File: src/hw/rtl/fbpa_pkg.sv
package fbpa_pkg;

  localparam int unsigned POOL_BLOCKS = 16;
  localparam int unsigned BLOCK_BYTES = 64;

  localparam int unsigned IDX_W  = $clog2(POOL_BLOCKS);
  localparam int unsigned LINK_W = IDX_W + 1;
  localparam int unsigned BLK_W  = 4;
  localparam int unsigned OFF_W  = 10;
  localparam int unsigned CNT_W  = 5;

  localparam logic [LINK_W-1:0] NULL_LINK = LINK_W'(POOL_BLOCKS);
  localparam logic [LINK_W-1:0] TOP_BLOCK = LINK_W'(POOL_BLOCKS - 1);
  localparam logic [CNT_W-1:0]  CNT_MAX   = CNT_W'(POOL_BLOCKS);

  localparam logic KIND_ALLOC = 1'b0;
  localparam logic KIND_FREE  = 1'b1;

  typedef struct packed {
    logic accept;
  } cmd_t;

endpackage

File: src/hw/rtl/fbpa_ctrl.sv
module fbpa_ctrl (
  input  logic          clk_i,
  input  logic          rst_ni,
  input  logic          in_valid_i,
  output logic          in_ready_o,
  output logic          out_valid_o,
  input  logic          out_ready_i,
  output fbpa_pkg::cmd_t cmd_o
);
  import fbpa_pkg::*;

  typedef enum logic {
    ST_IDLE,
    ST_HOLD
  } state_e;

  state_e state_q, state_d;
  logic   out_valid_q, out_valid_d;

  assign in_ready_o   = (state_q == ST_IDLE) || out_ready_i;
  assign cmd_o.accept = in_valid_i && in_ready_o;
  assign out_valid_o  = out_valid_q;

  always_comb begin
    state_d = state_q;
    case (state_q)
      ST_IDLE: begin
        if (cmd_o.accept) state_d = ST_HOLD;
      end
      ST_HOLD: begin
        if (out_ready_i && !cmd_o.accept) state_d = ST_IDLE;
      end
      default: state_d = ST_IDLE;
    endcase
    out_valid_d = (state_d == ST_HOLD);
  end

  always_ff @(posedge clk_i or negedge rst_ni) begin
    if (!rst_ni) begin
      state_q     <= ST_IDLE;
      out_valid_q <= 1'b0;
    end else begin
      state_q     <= state_d;
      out_valid_q <= out_valid_d;
    end
  end

endmodule

File: src/hw/rtl/fbpa_dp.sv
module fbpa_dp (
  input  logic                          clk_i,
  input  logic                          rst_ni,
  input  fbpa_pkg::cmd_t                cmd_i,
  input  logic                          kind_i,
  input  logic                          ptr_present_i,
  input  logic [fbpa_pkg::BLK_W-1:0]    block_index_i,
  output logic                          granted_o,
  output logic                          exhausted_o,
  output logic [fbpa_pkg::BLK_W-1:0]    given_index_o,
  output logic [fbpa_pkg::OFF_W-1:0]    byte_offset_o,
  output logic [fbpa_pkg::CNT_W-1:0]    used_blocks_o
);
  import fbpa_pkg::*;

  // link table entries read their reset link until first written
  logic [LINK_W-1:0]      lt_q [POOL_BLOCKS];
  logic [POOL_BLOCKS-1:0] lt_vld_q;
  logic [LINK_W-1:0]      head_q, head_d;
  logic [CNT_W-1:0]       used_q, used_d;

  logic             granted_q, exhausted_q;
  logic [BLK_W-1:0] given_q;
  logic [OFF_W-1:0] offset_q;

  logic [IDX_W-1:0]  rd_idx, wr_idx;
  logic [LINK_W-1:0] link_rd;
  logic              empty, free_ok, alloc_ok, wr_en;
  logic              granted_d, exhausted_d;
  logic [BLK_W-1:0]  given_d;
  logic [OFF_W-1:0]  offset_d;

  assign rd_idx = head_q[IDX_W-1:0];
  assign wr_idx = IDX_W'(block_index_i);
  assign empty  = (head_q >= NULL_LINK);

  always_comb begin
    if (lt_vld_q[rd_idx]) begin
      link_rd = lt_q[rd_idx];
    end else if (rd_idx == '0) begin
      link_rd = NULL_LINK;
    end else begin
      link_rd = LINK_W'(rd_idx) - LINK_W'(1);
    end
  end

  assign alloc_ok = (kind_i == KIND_ALLOC) && !empty;
  assign free_ok  = (kind_i == KIND_FREE) && ptr_present_i &&
                    (32'(block_index_i) < POOL_BLOCKS);
  assign wr_en    = cmd_i.accept && free_ok;

  always_comb begin
    head_d      = head_q;
    used_d      = used_q;
    granted_d   = 1'b0;
    exhausted_d = 1'b0;
    given_d     = '0;
    offset_d    = '0;
    if (alloc_ok) begin
      head_d    = link_rd;
      granted_d = 1'b1;
      given_d   = BLK_W'(rd_idx);
      offset_d  = OFF_W'(32'(rd_idx) * BLOCK_BYTES);
      if (used_q < CNT_MAX) used_d = used_q + CNT_W'(1);
    end else if (kind_i == KIND_ALLOC) begin
      exhausted_d = 1'b1;
    end else if (free_ok) begin
      head_d    = LINK_W'(wr_idx);
      granted_d = 1'b1;
      if (used_q != '0) used_d = used_q - CNT_W'(1);
    end
  end

  always_ff @(posedge clk_i or negedge rst_ni) begin
    if (!rst_ni) begin
      head_q   <= TOP_BLOCK;
      used_q   <= '0;
      lt_vld_q <= '0;
    end else if (cmd_i.accept) begin
      head_q <= head_d;
      used_q <= used_d;
      if (wr_en) lt_vld_q[wr_idx] <= 1'b1;
    end
  end

  always_ff @(posedge clk_i) begin
    if (wr_en) lt_q[wr_idx] <= head_q;
    if (cmd_i.accept) begin
      granted_q   <= granted_d;
      exhausted_q <= exhausted_d;
      given_q     <= given_d;
      offset_q    <= offset_d;
    end
  end

  assign granted_o     = granted_q;
  assign exhausted_o   = exhausted_q;
  assign given_index_o = given_q;
  assign byte_offset_o = offset_q;
  assign used_blocks_o = used_q;

endmodule

File: src/hw/rtl/fixed_block_pool_allocator_core.sv
// Result: registered, valid in the cycle after the request word is accepted.
// Throughput: 1 word per cycle while no result word is stalled by out_ready_i;
//   head register and link register file are read and updated in the accept cycle.
// Reset: asynchronous, active low; free list restored at once through
//   per-entry valid bits, no clearing pass.
module fixed_block_pool_allocator_core (
  input  logic                       clk_i,
  input  logic                       rst_ni,
  input  logic                       in_valid_i,
  output logic                       in_ready_o,
  input  logic                       kind_i,
  input  logic                       ptr_present_i,
  input  logic [fbpa_pkg::BLK_W-1:0] block_index_i,
  output logic                       out_valid_o,
  input  logic                       out_ready_i,
  output logic                       granted_o,
  output logic                       exhausted_o,
  output logic [fbpa_pkg::BLK_W-1:0] given_index_o,
  output logic [fbpa_pkg::OFF_W-1:0] byte_offset_o,
  output logic [fbpa_pkg::CNT_W-1:0] used_blocks_o
);
  import fbpa_pkg::*;

  cmd_t cmd;

  fbpa_ctrl u_ctrl (
    .clk_i       (clk_i),
    .rst_ni      (rst_ni),
    .in_valid_i  (in_valid_i),
    .in_ready_o  (in_ready_o),
    .out_valid_o (out_valid_o),
    .out_ready_i (out_ready_i),
    .cmd_o       (cmd)
  );

  fbpa_dp u_dp (
    .clk_i         (clk_i),
    .rst_ni        (rst_ni),
    .cmd_i         (cmd),
    .kind_i        (kind_i),
    .ptr_present_i (ptr_present_i),
    .block_index_i (block_index_i),
    .granted_o     (granted_o),
    .exhausted_o   (exhausted_o),
    .given_index_o (given_index_o),
    .byte_offset_o (byte_offset_o),
    .used_blocks_o (used_blocks_o)
  );

endmodule

File: config.mk
export PLATFORM = sky130hd
export DESIGN_NAME = fixed_block_pool_allocator_core
export DESIGN_NICKNAME = d
export VERILOG_FILES = /design/src/hw/rtl/fbpa_pkg.sv /design/src/hw/rtl/fbpa_ctrl.sv /design/src/hw/rtl/fbpa_dp.sv /design/src/hw/rtl/fixed_block_pool_allocator_core.sv
export SDC_FILE = /design/constraint.sdc
export NUM_CORES = 1
export LEC_CHECK = 0
export BUFFER_PORTS_ARGS = -buffer_cell sky130_fd_sc_hd__buf_2
export CAP_MARGIN = 20
export CORE_UTILIZATION = 40
export DETAILED_ROUTE_END_ITERATION = 12
export PLACE_DENSITY = 0.61
export SETUP_SLACK_MARGIN = 0.5
export SLEW_MARGIN = 15
export SYNTH_ARGS = -nofsm -noshare
export SYNTH_HDL_FRONTEND = slang
export SYNTH_SLANG_ARGS = --single-unit
export TNS_END_PERCENT = 30
File: constraint.sdc
create_clock -name clk_i -period 2.2 [get_ports clk_i]
set_input_delay 0.44 -clock clk_i [delete_from_list [all_inputs] [get_ports clk_i]]
set_output_delay 0.44 -clock clk_i [all_outputs]
set_load 0.01 [all_outputs]
# Word level (Yosys, flattened, before mapping)
# Memory sizes are Yosys's and may differ from the RTL's.
# Cells that the tools add are included.
[classes]
bitwise = 3
mux = 22
reduce_logical = 17
addsub = 3
eq_ne = 1
n_lt_le_gt_ge = 5
[ops]
columns = ["op", "n"]
rows = [
  ["2-to-1 mux 5 bit", 10],
  ["OR 16 bit", 1],
  ["< comparator 4 x 5 -> 1 bit (second input constant)", 2],
  ["2-to-1 mux 1 bit", 9],
  ["logical AND 1 bit", 6],
  ["nonzero test 2 bit", 3],
  ["adder 5 x 1 -> 5 bit (second input constant)", 1],
  [">= comparator 5 bit (second input constant)", 1],
  ["< comparator 5 bit (second input constant)", 1],
  ["AND reduction 5 bit", 1],
  ["nonzero test 5 bit", 1],
  ["subtractor 4 x 1 -> 5 bit (second input constant)", 1],
  ["subtractor 5 x 1 -> 5 bit (second input constant)", 1],
  ["binary-select mux 1 bit (select 4 bit)", 1],
  ["demux 1 bit (select 4 bit)", 1],
  [">= comparator 4 x 1 -> 1 bit (second input constant)", 1],
  ["zero test 4 bit", 1],
  ["AND reduction 3 bit", 1],
  ["zero test 1 bit", 2],
  ["inequality test 2 bit (second input constant)", 1],
  ["inverter 1 bit", 2],
  ["one-hot mux 1 bit (2 select lines)", 1],
  ["AND reduction 2 bit", 1],
  ["logical OR 1 bit", 1],
]
[word_totals]
register_bits = 39
in_bits = 10
mem_count = 1
ramBits = 80
output_inout_bits = 23
elab_cells = 60
[memory_table]
columns = ["name", "words", "width", "read_ports", "rd_clocked_by_memory_dff", "write_ports", "line", "text"]
rows = [
  ["u_dp.lt_q", 16, 5, 1, 0, 1, "fbpa_dp.sv:17", "logic [LINK_W-1:0] lt_q [POOL_BLOCKS];"],
]

# Longest topological paths before layout
# Gate-level depths: netlist of the first run.
[logic_depth]
depth_word = 7
ltp_mapped = 8
mapped_depth_nobuf = 8

# Hierarchy
# A second synthesis of the first run with hierarchy kept.
[unflattened]
hier_cells = 300
area_unflattened_um2 = 4882.2
[by_module_without_submodules]
columns = ["mod", "area_each_um2", "seq_area_each_um2", "cells_each", "n_inst"]
rows = [
  ["fbpa_dp", 4828.4, 3238.1, 296, 1],
  ["fbpa_ctrl", 53.8, 25.0, 4, 1],
]

# Least setup slack after synthesis of the first run
# Ideal clock, no wire load.
[synth_path]
path_type = "reg-to-reg"
startpoint = "register u_dp.head_q[0]"
endpoint = "register u_dp.head_q[4]"
synth_period_minus_slack_ns = 2.228
n_path_buf = 2
setup_ns = 0.126
required_time_ns = 2.074
arrival_ns = 2.102
slack_ns = -0.028
path_stages_with_launch = 6
cell_sequence = "dfstp_2 buf_6 buf_8 mux4_2 mux4_2 a221o_1"
[synth_via]
elab_chain_len = 5
word_cells_on_any_way = 14
cone_classes = "add/sub (1); order compare (1); mux (5); reduce/logical (6); memory (1)"
[synth_lines]
columns = ["element", "line", "text"]
rows = [
  ["start, declared", "fbpa_dp.sv:19", "logic [LINK_W-1:0] head_q, head_d;"],
  ["start signal, assigned", "fbpa_dp.sv:76", "head_q <= TOP_BLOCK;"],
  ["start signal, assigned", "fbpa_dp.sv:80", "head_q <= head_d;"],
  [">= comparator 5 bit", "fbpa_dp.sv:35", "assign empty = (head_q >= NULL_LINK);"],
  ["zero test 1 bit", "fbpa_dp.sv:47", "assign alloc_ok = (kind_i == KIND_ALLOC) && !empty;"],
  ["logical AND 1 bit", "fbpa_dp.sv:47", ""],
  ["nonzero test 2 bit (no source line)", "--", ""],
  ["AND reduction 3 bit (no source line)", "--", ""],
]
# Parallel ways exist; a longest one is shown, timed or not. The select of a mux whose other input is x is not followed.
# A chain may end at the register's enable or synchronous reset.

# Worst setup path in the final report of the first run
[layout_path]
startpoint = "register u_dp.head_q[0]"
endpoint = "register u_dp.head_q[0]"
# The elaborated chain is that of the path after synthesis.

==> results of run 1 <==
-- per-layer routing --
layer	routed length (um)	GRT usage [%]	vias up
met5	0	0	-
met4	196	8.16	0
met3	582	4.77	19
met2	4820	27.0	103
met1	4660	23.9	1491
li1	-	-	1359
-- cells in the mapped netlist, types with 2 or more instances --
library cell               instances  area, sq um
sky130_fd_sc_hd__a22oi_1           2         15.0
sky130_fd_sc_hd__nand3b_1          2         15.0
sky130_fd_sc_hd__mux4_1            6          158
sky130_fd_sc_hd__o32ai_1           2         17.5
sky130_fd_sc_hd__o21ai_0           4         20.0
sky130_fd_sc_hd__nor3_1            6         30.0
sky130_fd_sc_hd__dfrtp_1          23          576
sky130_fd_sc_hd__nand2b_1          5         31.3
sky130_fd_sc_hd__o31ai_1           4         30.0
sky130_fd_sc_hd__a211oi_1          3         22.5
sky130_fd_sc_hd__a21oi_1           7         35.0
sky130_fd_sc_hd__nor2b_1           2         12.5
sky130_fd_sc_hd__xnor2_1           4         35.0
sky130_fd_sc_hd__and2_1            3         18.8
sky130_fd_sc_hd__inv_1             7         26.3
sky130_fd_sc_hd__o22ai_1           4         25.0
sky130_fd_sc_hd__dfstp_2           4          105
sky130_fd_sc_hd__or2_2            17          106
sky130_fd_sc_hd__o211ai_1          3         22.5
sky130_fd_sc_hd__nand2_1          17         63.8
sky130_fd_sc_hd__mux4_2           14          315
sky130_fd_sc_hd__mux2_2           13          146
sky130_fd_sc_hd__a21o_1            2         15.0
sky130_fd_sc_hd__nand3_1           4         20.0
sky130_fd_sc_hd__o221ai_1          2         17.5
sky130_fd_sc_hd__edfxtp_1         86         2580
sky130_fd_sc_hd__nor2_1           22         82.6
sky130_fd_sc_hd__buf_4            15          113
sky130_fd_sc_hd__clkbuf_1          2         7.51
sky130_fd_sc_hd__buf_2             4         20.0
sky130_fd_sc_hd__ha_1              3         37.5
sky130_fd_sc_hd__or3_1             4         25.0
-- what timing repair did --
| item | CTS | global route |
|---|---|---|
| cloned | 0 | 0 |
| pin swaps | 6 | 5 |
| setup endpoints to repair | 102 | 44 |
| gates resized for setup | 30 | 11 |
| setup buffers | 8 | 6 |
-- cells by family (layout without fill, tap and decap cells) --
kind of cell | Yosys count | after routing
AO/OA/AOI/OAI | 41 | 41
XOR/XNOR | 5 | 5
adder cells (fa/ha/maj) | 4 | 4
buffers and inverters | 31 | 119
flip-flops | 113 | 113
multiplexers | 34 | 34
other | 1 | 7
AND/OR/NAND/NOR | 86 | 86
-- per-stage QoR --
| step | hold WS (ns) | setup WS, ns |
|---|---|---|
| final | 0.0641 | 0.0332 |
| after global routing | 0.112 | 0.0361 |
| after CTS | 0.0858 | 0.102 |
| after detailed placement | 0.448 | -0.000524 |
| after global placement | 0.449 | 0.00496 |
| after floorplan | 0.144 | -0.0281 |
-- state kept, by name, summed over array words and instances, names as in the netlist --
name / count
u_dp.exhausted_o: 1
u_dp.lt_q: 80
u_dp.granted_o: 1
u_dp.given_index_o: 4
u_ctrl.state_q: 1
u_dp.lt_vld_q: 16
u_dp.head_q: 5
u_dp.used_blocks_o: 5
-- layout make-up --
cell class | count | area (sq um) | share of cell area [%]
tap | 147 | 184 | 2.92
timing repair buffer | 79 | 647 | 10.3
sequential | 113 | 3260 | 51.7
clock inverter | 12 | 143 | 2.26
multi-input combinational | 176 | 1590 | 25.2
clock buffer | 20 | 437 | 6.92
inverter | 8 | 41.3 | 0.655
antenna | 1 | 2.50 | 0.0397
-- power groups by stage --
stage | Combinational [uW] | Sequential [uW] | Clock [uW]
finish | 2890 | 2920 | 2660
detailed placement | 2420 | 2990 | 0
CTS | 2740 | 2930 | 2710
global placement | 2410 | 2990 | 0
global route | 3140 | 2950 | 2790
floorplan | 1640 | 3010 | 0
-- worst max path at each step --
stage | endpoint | from | cells after the start | slack [ns]
after floorplan | u_dp.head_q[4]$_DFFE_PN0P_ | u_dp.head_q[0]$_DFFE_PN1P_ | 5 | -0.03
after detailed placement | u_dp.lt_q[2][1]$_DFFE_PP_ | kind_i | 5 | -0.0005
after CTS | u_dp.head_q[4]$_DFFE_PN0P_ | u_dp.head_q[0]$_DFFE_PN1P_ | 4 | 0.10
after global placement | u_dp.lt_q[2][1]$_DFFE_PP_ | in_valid_i | 5 | 0.005
final | u_dp.head_q[0]$_DFFE_PN1P_ | u_dp.head_q[0]$_DFFE_PN1P_ | 8 | 0.03
after global routing | u_dp.head_q[4]$_DFFE_PN0P_ | u_dp.head_q[1]$_DFFE_PN1P_ | 5 | 0.04
-- critical path, cell delays in order (launching register included) --
cell	delay, ns
sky130_fd_sc_hd__dfstp_2	0.37
sky130_fd_sc_hd__buf_12	0.14
sky130_fd_sc_hd__buf_4	0.12
sky130_fd_sc_hd__buf_4	0.14
sky130_fd_sc_hd__a2111oi_0	0.61
sky130_fd_sc_hd__o221a_2	0.31
sky130_fd_sc_hd__a211oi_1	0.04
sky130_fd_sc_hd__o31ai_1	0.23
sky130_fd_sc_hd__buf_4	0.14
==> summary by stage, run 1 <==
Global route
The number of global-route vias before repair is between 3000 and 4000. The first global-routing pass estimated between 15 and 20 mm of wire. The initial antenna violation count is 1. For this run, the total global-route usage over all layers was measured as roughly 18%. The aggregate global routing overflow is 0. Entering global routing, the biggest net connects 28 pins.

Timing
The count of final hold-check violations is 0. The smallest clock period supported by the final layout is computed as 2.17 ns. The number of pins with negative max-slew slack in the final report is 0. Dividing the final minimum period by the clock period gives a little over nine tenths. Setup repair after global routing could not meet its margin everywhere. The setup TNS after final layout is 0 ns. The transition at the pin with the smallest max-transition slack is between 0.6 and 0.7 ns. The final count of negative-setup-slack endpoints is 0.

Headroom to the max-slew limit came out at 55.6%. The fmax is 0.462 GHz. Clock skew on the completed layout was measured at 0.00719 ns.

Critical path
Data on the critical path arrives at its endpoint at 2.52 ns. The required arrival time at the worst endpoint is 2.55 ns. In this run the critical register-to-register path is captured at u_dp.head_q[0]$_DFFE_PN1P_. The worst-path maximum fanout is 7.

The type of element launching the critical path is a flip-flop. The critical path class is flip-flop to flip-flop. The worst reg-to-reg path cell count is 8. The kind of end point of the critical path is a flip-flop. Setup slack on the worst reg-to-reg path comes out at 0.03 ns.

The startpoint of the most critical register-to-register path is u_dp.head_q[0]$_DFFE_PN1P_.

Synthesis
The number of warnings printed during yosys synthesis is 0. Of the total synthesized cell area, the portion taken by full adders, half adders and majority gates is 1.17%. The proportion of synthesized chip area in sequential cells is 66.3%. Multiplexer cells account for 12.8% of the synthesized area. The number of enable-type register cells in the synthesized netlist is 86.

The share of flip-flops with an asynchronous set or reset is 23.9%. The area of the mapped netlist is 0.00492 sq mm. The share of synthesized cell area in and, or, nand and nor gates is 8.90%.

The post-synthesis register bit count is roughly 110. The number of distinct library cells after synthesis is around 50. The main combinational cell family by area after synthesis is multiplexers. The cell count after synthesis is around 320.

The area share of xor/xnor cells in the synthesized design is 0.890%. The area fraction in compound gates after synthesis is between 5 and 6%. A synthesized cell averages 15.6 sq um. The primary flip-flop cell chosen by synthesis mapping is sky130_fd_sc_hd__edfxtp_1.

Floorplan
The number of placement rows is 40. The floorplan step set the die width to 113 um. The die is roughly 110 um tall. The top-level port count is 33. The die covers approximately 0.013 sq mm. In this run the standard cell core region covers 0.0120 sq mm.

The effective utilization at floorplan is approximately 41%.

Power
The switching power as a share of total power is between 20 and 30%. The internal portion of the total power is 5980 uW. The clock network is responsible for 31.4% of the overall power.

Summed over all nets, the switching power comes to 2490 uW. Overall power consumption after layout is estimated at 8470 uW. Sequential cells burn 34.5% of the power. VDD sags by at most 0.000593 V. The portion of total power attributed to combinational logic is about a third.

Power spread over the standard cell area amounts to 1340 mW/mm^2. Summed over all cells, the static leakage comes to 0.00242 uW.

Cells and area
In the final layout, the share of cells above drive strength 1 is 44.9%. The final cell utilization of the core is 52.5%. The most common cell after layout, fill and taps aside is sky130_fd_sc_hd__edfxtp_1.

The area growth from synthesis to layout is 28.2%. The top cell types in the final layout, fill and taps aside, are sky130_fd_sc_hd__edfxtp_1 (86), sky130_fd_sc_hd__buf_4 (40), sky130_fd_sc_hd__buf_2 (26). At the end of the flow, the number of nets in the layout was approximately 400.

For this run, the number of standard cells in the final layout without fillers is 556. Summing all non-filler instances in the final layout gives an area of 0.00631 sq mm. After filler insertion, the fill cell instance count of the layout stands at about 960.

Place
The final estimated routing congestion in global placement is 0.837. The number of input and output port buffers inserted is 26. In this run the cell area measured after placement is 0.00543 sq mm. The number of cells after detailed placement is 509.

Detailed placement ended at an HPWL of 6.97 mm.

Clock tree
The tree is rooted in a sky130_fd_sc_hd__clkbuf_16. The hold-fix buffer count after cts is 0. TritonCTS built the clock tree. The number of clock sinks is 113. For the worst-skew pair, the clock arrives at the later sink with an insertion delay of about 0.41 ns. The clock buffer count from CTS is 17.

CTS built an H-tree with a depth of 4. The clock slew at the register clock pins of the worst setup and hold paths is 0.05 ns. The number of buffers between clock root and the deepest sink is 2.

Drt
The detailed-routing iteration count for the pre-antenna-repair pass is 4. The number of DRC markers in iteration 0 is about 230. In this run the remaining antenna-violating nets after routing total 0. After detailed routing, the total wire length is around 10 mm.

The number of vias after detailed routing is between 2000 and 3000. The per-cell via count in the routed design is around 5.3. The mean routed wirelength per cell is 18.5 um. After detailed routing, the number of remaining DRC violations is 0.

Hold path
The type of the most critical hold path is input pin to async pin.

Outcome
The run finished with clean final reports.

Job
The total of max-cap violations is 0.
Note: power is estimated with default switching activity, not from simulation.
==> run 2: changes to the inputs <==
--- a/config.mk
+++ b/config.mk
@@ -11,5 +11,5 @@
 export DETAILED_ROUTE_END_ITERATION = 12
 export PLACE_DENSITY = 0.61
-export SETUP_SLACK_MARGIN = 0.5
+export SETUP_SLACK_MARGIN = 0.02
 export SLEW_MARGIN = 15
 export SYNTH_ARGS = -nofsm -noshare
==> constraint.sdc (replaced) <==
create_clock -name clk_i -period 2.2 [get_ports clk_i]
set_input_delay 0.44 -clock clk_i [delete_from_list [all_inputs] [get_ports clk_i]]
set_output_delay 0.44 -clock clk_i [all_outputs]
set_load 0.05 [all_outputs]
==> summary by stage, run 2 (same netlist as run 1, synthesis figures left out) <==
Power
The highest ir drop seen on vdd is 0.000701 V (was 0.000593 V). The power share of the sequential group is 34.7% (was 34.5%). The portion of total power attributed to combinational logic is 35.2% (was 34.1%). The leakage power was 0.00235 uW (was 0.00242 uW). The power per cell area was 1390 mW/mm^2 (was 1340 mW/mm^2). The internal power is 5700 uW (was 5980 uW). The share of power burned in the clock network came to 30.1% (was 31.4%). The switching component of the power is 2740 uW (was 2490 uW). The switching power as a share of total power was 32.5% (was 29.4%).

Global route
The number of global-route vias before repair came to 2930 (was 3065). The aggregate global routing overflow is 0 (unchanged). The initial antenna violation count is 0 (was 1).

The global-route usage over all layers is 18.0% (was 17.7%). The largest net degree at the start of global routing is 28 (unchanged). The first-pass GRT wire length is 16.4 mm (was 16.5 mm).

Place
The number of input and output port buffers inserted was 26 (unchanged). The final estimated routing congestion in global placement is 0.880 (was 0.837). The cell area after placement is 0.00548 sq mm (was 0.00543 sq mm). The placed wire-length estimate after detailed placement is 7.11 mm (was 6.97 mm).

Drt
The number of nets with antenna violations after routing is 0 (unchanged). The sum of met3 wire segment lengths after detailed routing is 655 um (was 582 um). The detailed-routing iteration count for the pre-antenna-repair pass is 4 (unchanged).

The number of vias after detailed routing was 2982 (was 2972). The highest layer used for signal routing is met4 (unchanged). The detailed-route DRC error count is 0 (unchanged). The wire length the detailed router placed on met1 was 4.75 mm (was 4.66 mm). The routed wire length is 10.6 mm (was 10.3 mm).

The met2 wirelength from detailed routing is 4.95 mm (was 4.82 mm). The per-cell via count in the routed design is 5.41 (was 5.35). The mean routed wirelength per cell is 19.2 um (was 18.5 um).

The number of DRC markers in iteration 0 is 319 (was 232).

Critical path
The worst-path maximum fanout came to 5 (was 7). The minimum setup slack among reg-to-reg paths was 0.05 ns (was 0.03 ns). The required arrival time at the worst endpoint was 2.48 ns (was 2.55 ns).

The reg-to-reg endpoint was u_dp.head_q[4]$_DFFE_PN0P_ (was u_dp.head_q[0]$_DFFE_PN1P_). The type of element launching the critical path is a flip-flop (unchanged). The kind of end point of the critical path is a flip-flop (unchanged).

The arrival time at the worst endpoint is 2.43 ns (was 2.52 ns). The worst reg-to-reg path cell count is 4 (was 8). The startpoint of the most critical register-to-register path is u_dp.head_q[0]$_DFFE_PN1P_ (unchanged). The critical path class is flip-flop to flip-flop (unchanged).

Hold path
The type of the most critical hold path is input pin to async pin (unchanged).

Cells and area
The area growth from synthesis to layout was 23.5% (was 28.2%). The register with the highest flop count was u_dp.lt_q (unchanged). Biggest regs: u_dp.lt_q: 80 flops, u_dp.lt_vld_q: 16 flops (unchanged).

The fraction of final layout cells with drive strength greater than 1 is 38.1% (was 44.9%). The final cell utilization of the core is 50.6% (was 52.5%). The number of diodes added for antenna fixing is 0 (was 1).

The final instance area is 0.00608 sq mm (was 0.00631 sq mm). The net total in the final layout is 405 (was 409). The number of flip-flops in the largest register is 80 (unchanged). The most common cell after layout, fill and taps aside was sky130_fd_sc_hd__edfxtp_1 (unchanged). Leading cell types in the layout, fill and taps excluded: sky130_fd_sc_hd__edfxtp_1 (86), sky130_fd_sc_hd__buf_4 (44), sky130_fd_sc_hd__buf_2 (26) (was sky130_fd_sc_hd__edfxtp_1 (86), sky130_fd_sc_hd__buf_4 (40), sky130_fd_sc_hd__buf_2 (26)). The number of filler cells placed in the layout is 1000 (was 963).

Floorplan
The number of placement rows is 40 (unchanged). The placeable core area was 0.0120 sq mm (unchanged). The top-level port count came to 33 (unchanged). The chip width came to 113 um (unchanged). The height of the chip came to 113 um (unchanged). The effective utilization at floorplan was 41.0% (unchanged). The die outline area is 0.0127 sq mm (unchanged).

Clock tree
The insertion delay of the later-clocked pin in the worst-skew pair is 0.41 ns (about the same). The clock slew at the register clock pins of the worst setup and hold paths came to 0.05 ns (about the same). The TritonCTS clock tree is built (unchanged). The buffer cell driving the clock tree root is sky130_fd_sc_hd__clkbuf_16 (unchanged). The number of clock sinks came to 113 (unchanged).

The number of buffers between clock root and the deepest sink is 2 (unchanged). The clock buffer count from CTS is 17 (unchanged). The maximum level of the CTS H-tree is 4 (unchanged).

Timing
The share of the clock period used by the worst path after layout is 97.7% (was 98.5%). The fmax is 0.465 GHz (was 0.462 GHz). The number of pins with negative max-slew slack in the final report is 0 (unchanged). The relative slew slack is 55.1% (was 55.6%). The final count of negative-setup-slack endpoints is 0 (unchanged).

The worst clock skew is 0.0166 ns (was 0.00719 ns). The count of final hold-check violations is 0 (unchanged). Setup repair after global routing missed its margin: true (unchanged).

The transition at the pin with the smallest max-transition slack was 0.674 ns (was 0.649 ns). The time the final worst path needs with I/O delays and setup came to 2.15 ns (was 2.17 ns). The setup TNS after final layout is 0 ns (unchanged).

Outcome
Result of the run: completed (unchanged).

Job
The total of max-cap violations came to 0 (unchanged).
-- run 2: how the worst max path moves through the flow --
stage / start / endpoint / slack [ns]
after global routing: u_dp.head_q[1]$_DFFE_PN1P_ / u_dp.head_q[0]$_DFFE_PN1P_ / 0.02
after CTS: u_dp.head_q[1]$_DFFE_PN1P_ / u_dp.head_q[0]$_DFFE_PN1P_ / 0.05
after floorplan: u_dp.head_q[4]$_DFFE_PN0P_ / u_dp.used_blocks_o[4]$_DFFE_PN0P_ / -0.03
final: u_dp.head_q[0]$_DFFE_PN1P_ / u_dp.head_q[4]$_DFFE_PN0P_ / 0.05
after detailed placement: u_dp.head_q[0]$_DFFE_PN1P_ / u_dp.head_q[4]$_DFFE_PN0P_ / 0.08
after global placement: u_dp.head_q[0]$_DFFE_PN1P_ / u_dp.head_q[1]$_DFFE_PN1P_ / 0.05
-- run 2: worst max-delay path, stage by stage, from the launching register on --
cell and delay, ns:
sky130_fd_sc_hd__dfstp_2 0.57, sky130_fd_sc_hd__buf_4 0.13, sky130_fd_sc_hd__mux4_1 0.55, sky130_fd_sc_hd__mux4_2 0.47
sky130_fd_sc_hd__a221o_1 0.31
-- run 2: metal layers --
layer  up-vias  GRT usage [%]
met1      1487           24.3
met2       127           27.2
met4         0           8.51
met5         -              0
li1       1351              -
met3        17           5.03
-- run 2: layout make-up --
class / count / area [sq um] / share of cell area [%]
Clock inverter: 13 / 120 / 1.98
Timing Repair Buffer: 75 / 552 / 9.08
Multi-Input combinational cell: 176 / 1500 / 24.6
Sequential cell: 113 / 3260 / 53.7
Inverter: 8 / 30.0 / 0.494
Tap cell: 147 / 184 / 3.03
Clock buffer: 19 / 433 / 7.12
-- run 2: what timing repair did --
action / in CTS / in global routing
endpoints found under the setup margin: 0 / 5
hold buffers: 0 / 0
gates resized for setup: 0 / 5
setup buffers: 0 / 4
-- run 2: per-stage QoR --
| stage | total power (uW) | instances | setup slack, ns | hold WS, ns |
|---|---|---|---|---|
| global route | 8820 | 551 | 0.0173 | 0.113 |
| finish | 8450 | 551 | 0.0517 | 0.0717 |
| detailed placement | 5830 | 515 | 0.0756 | 0.449 |
| floorplan | 4880 | 320 | -0.0325 | 0.144 |
| CTS | 8390 | 547 | 0.0498 | 0.0882 |
| global placement | 5780 | 515 | 0.0518 | 0.445 |
-- run 2: power groups by stage --
stage / Combinational, uW / Sequential (uW) / Clock (uW)
2_1_floorplan: 1680 / 3200 / 0
3_3_place_gp: 2800 / 2980 / 0
3_5_place_dp: 2830 / 3000 / 0
4_1_cts: 2850 / 2960 / 2580
5_1_grt: 3190 / 2960 / 2670
6_report: 2970 / 2940 / 2540
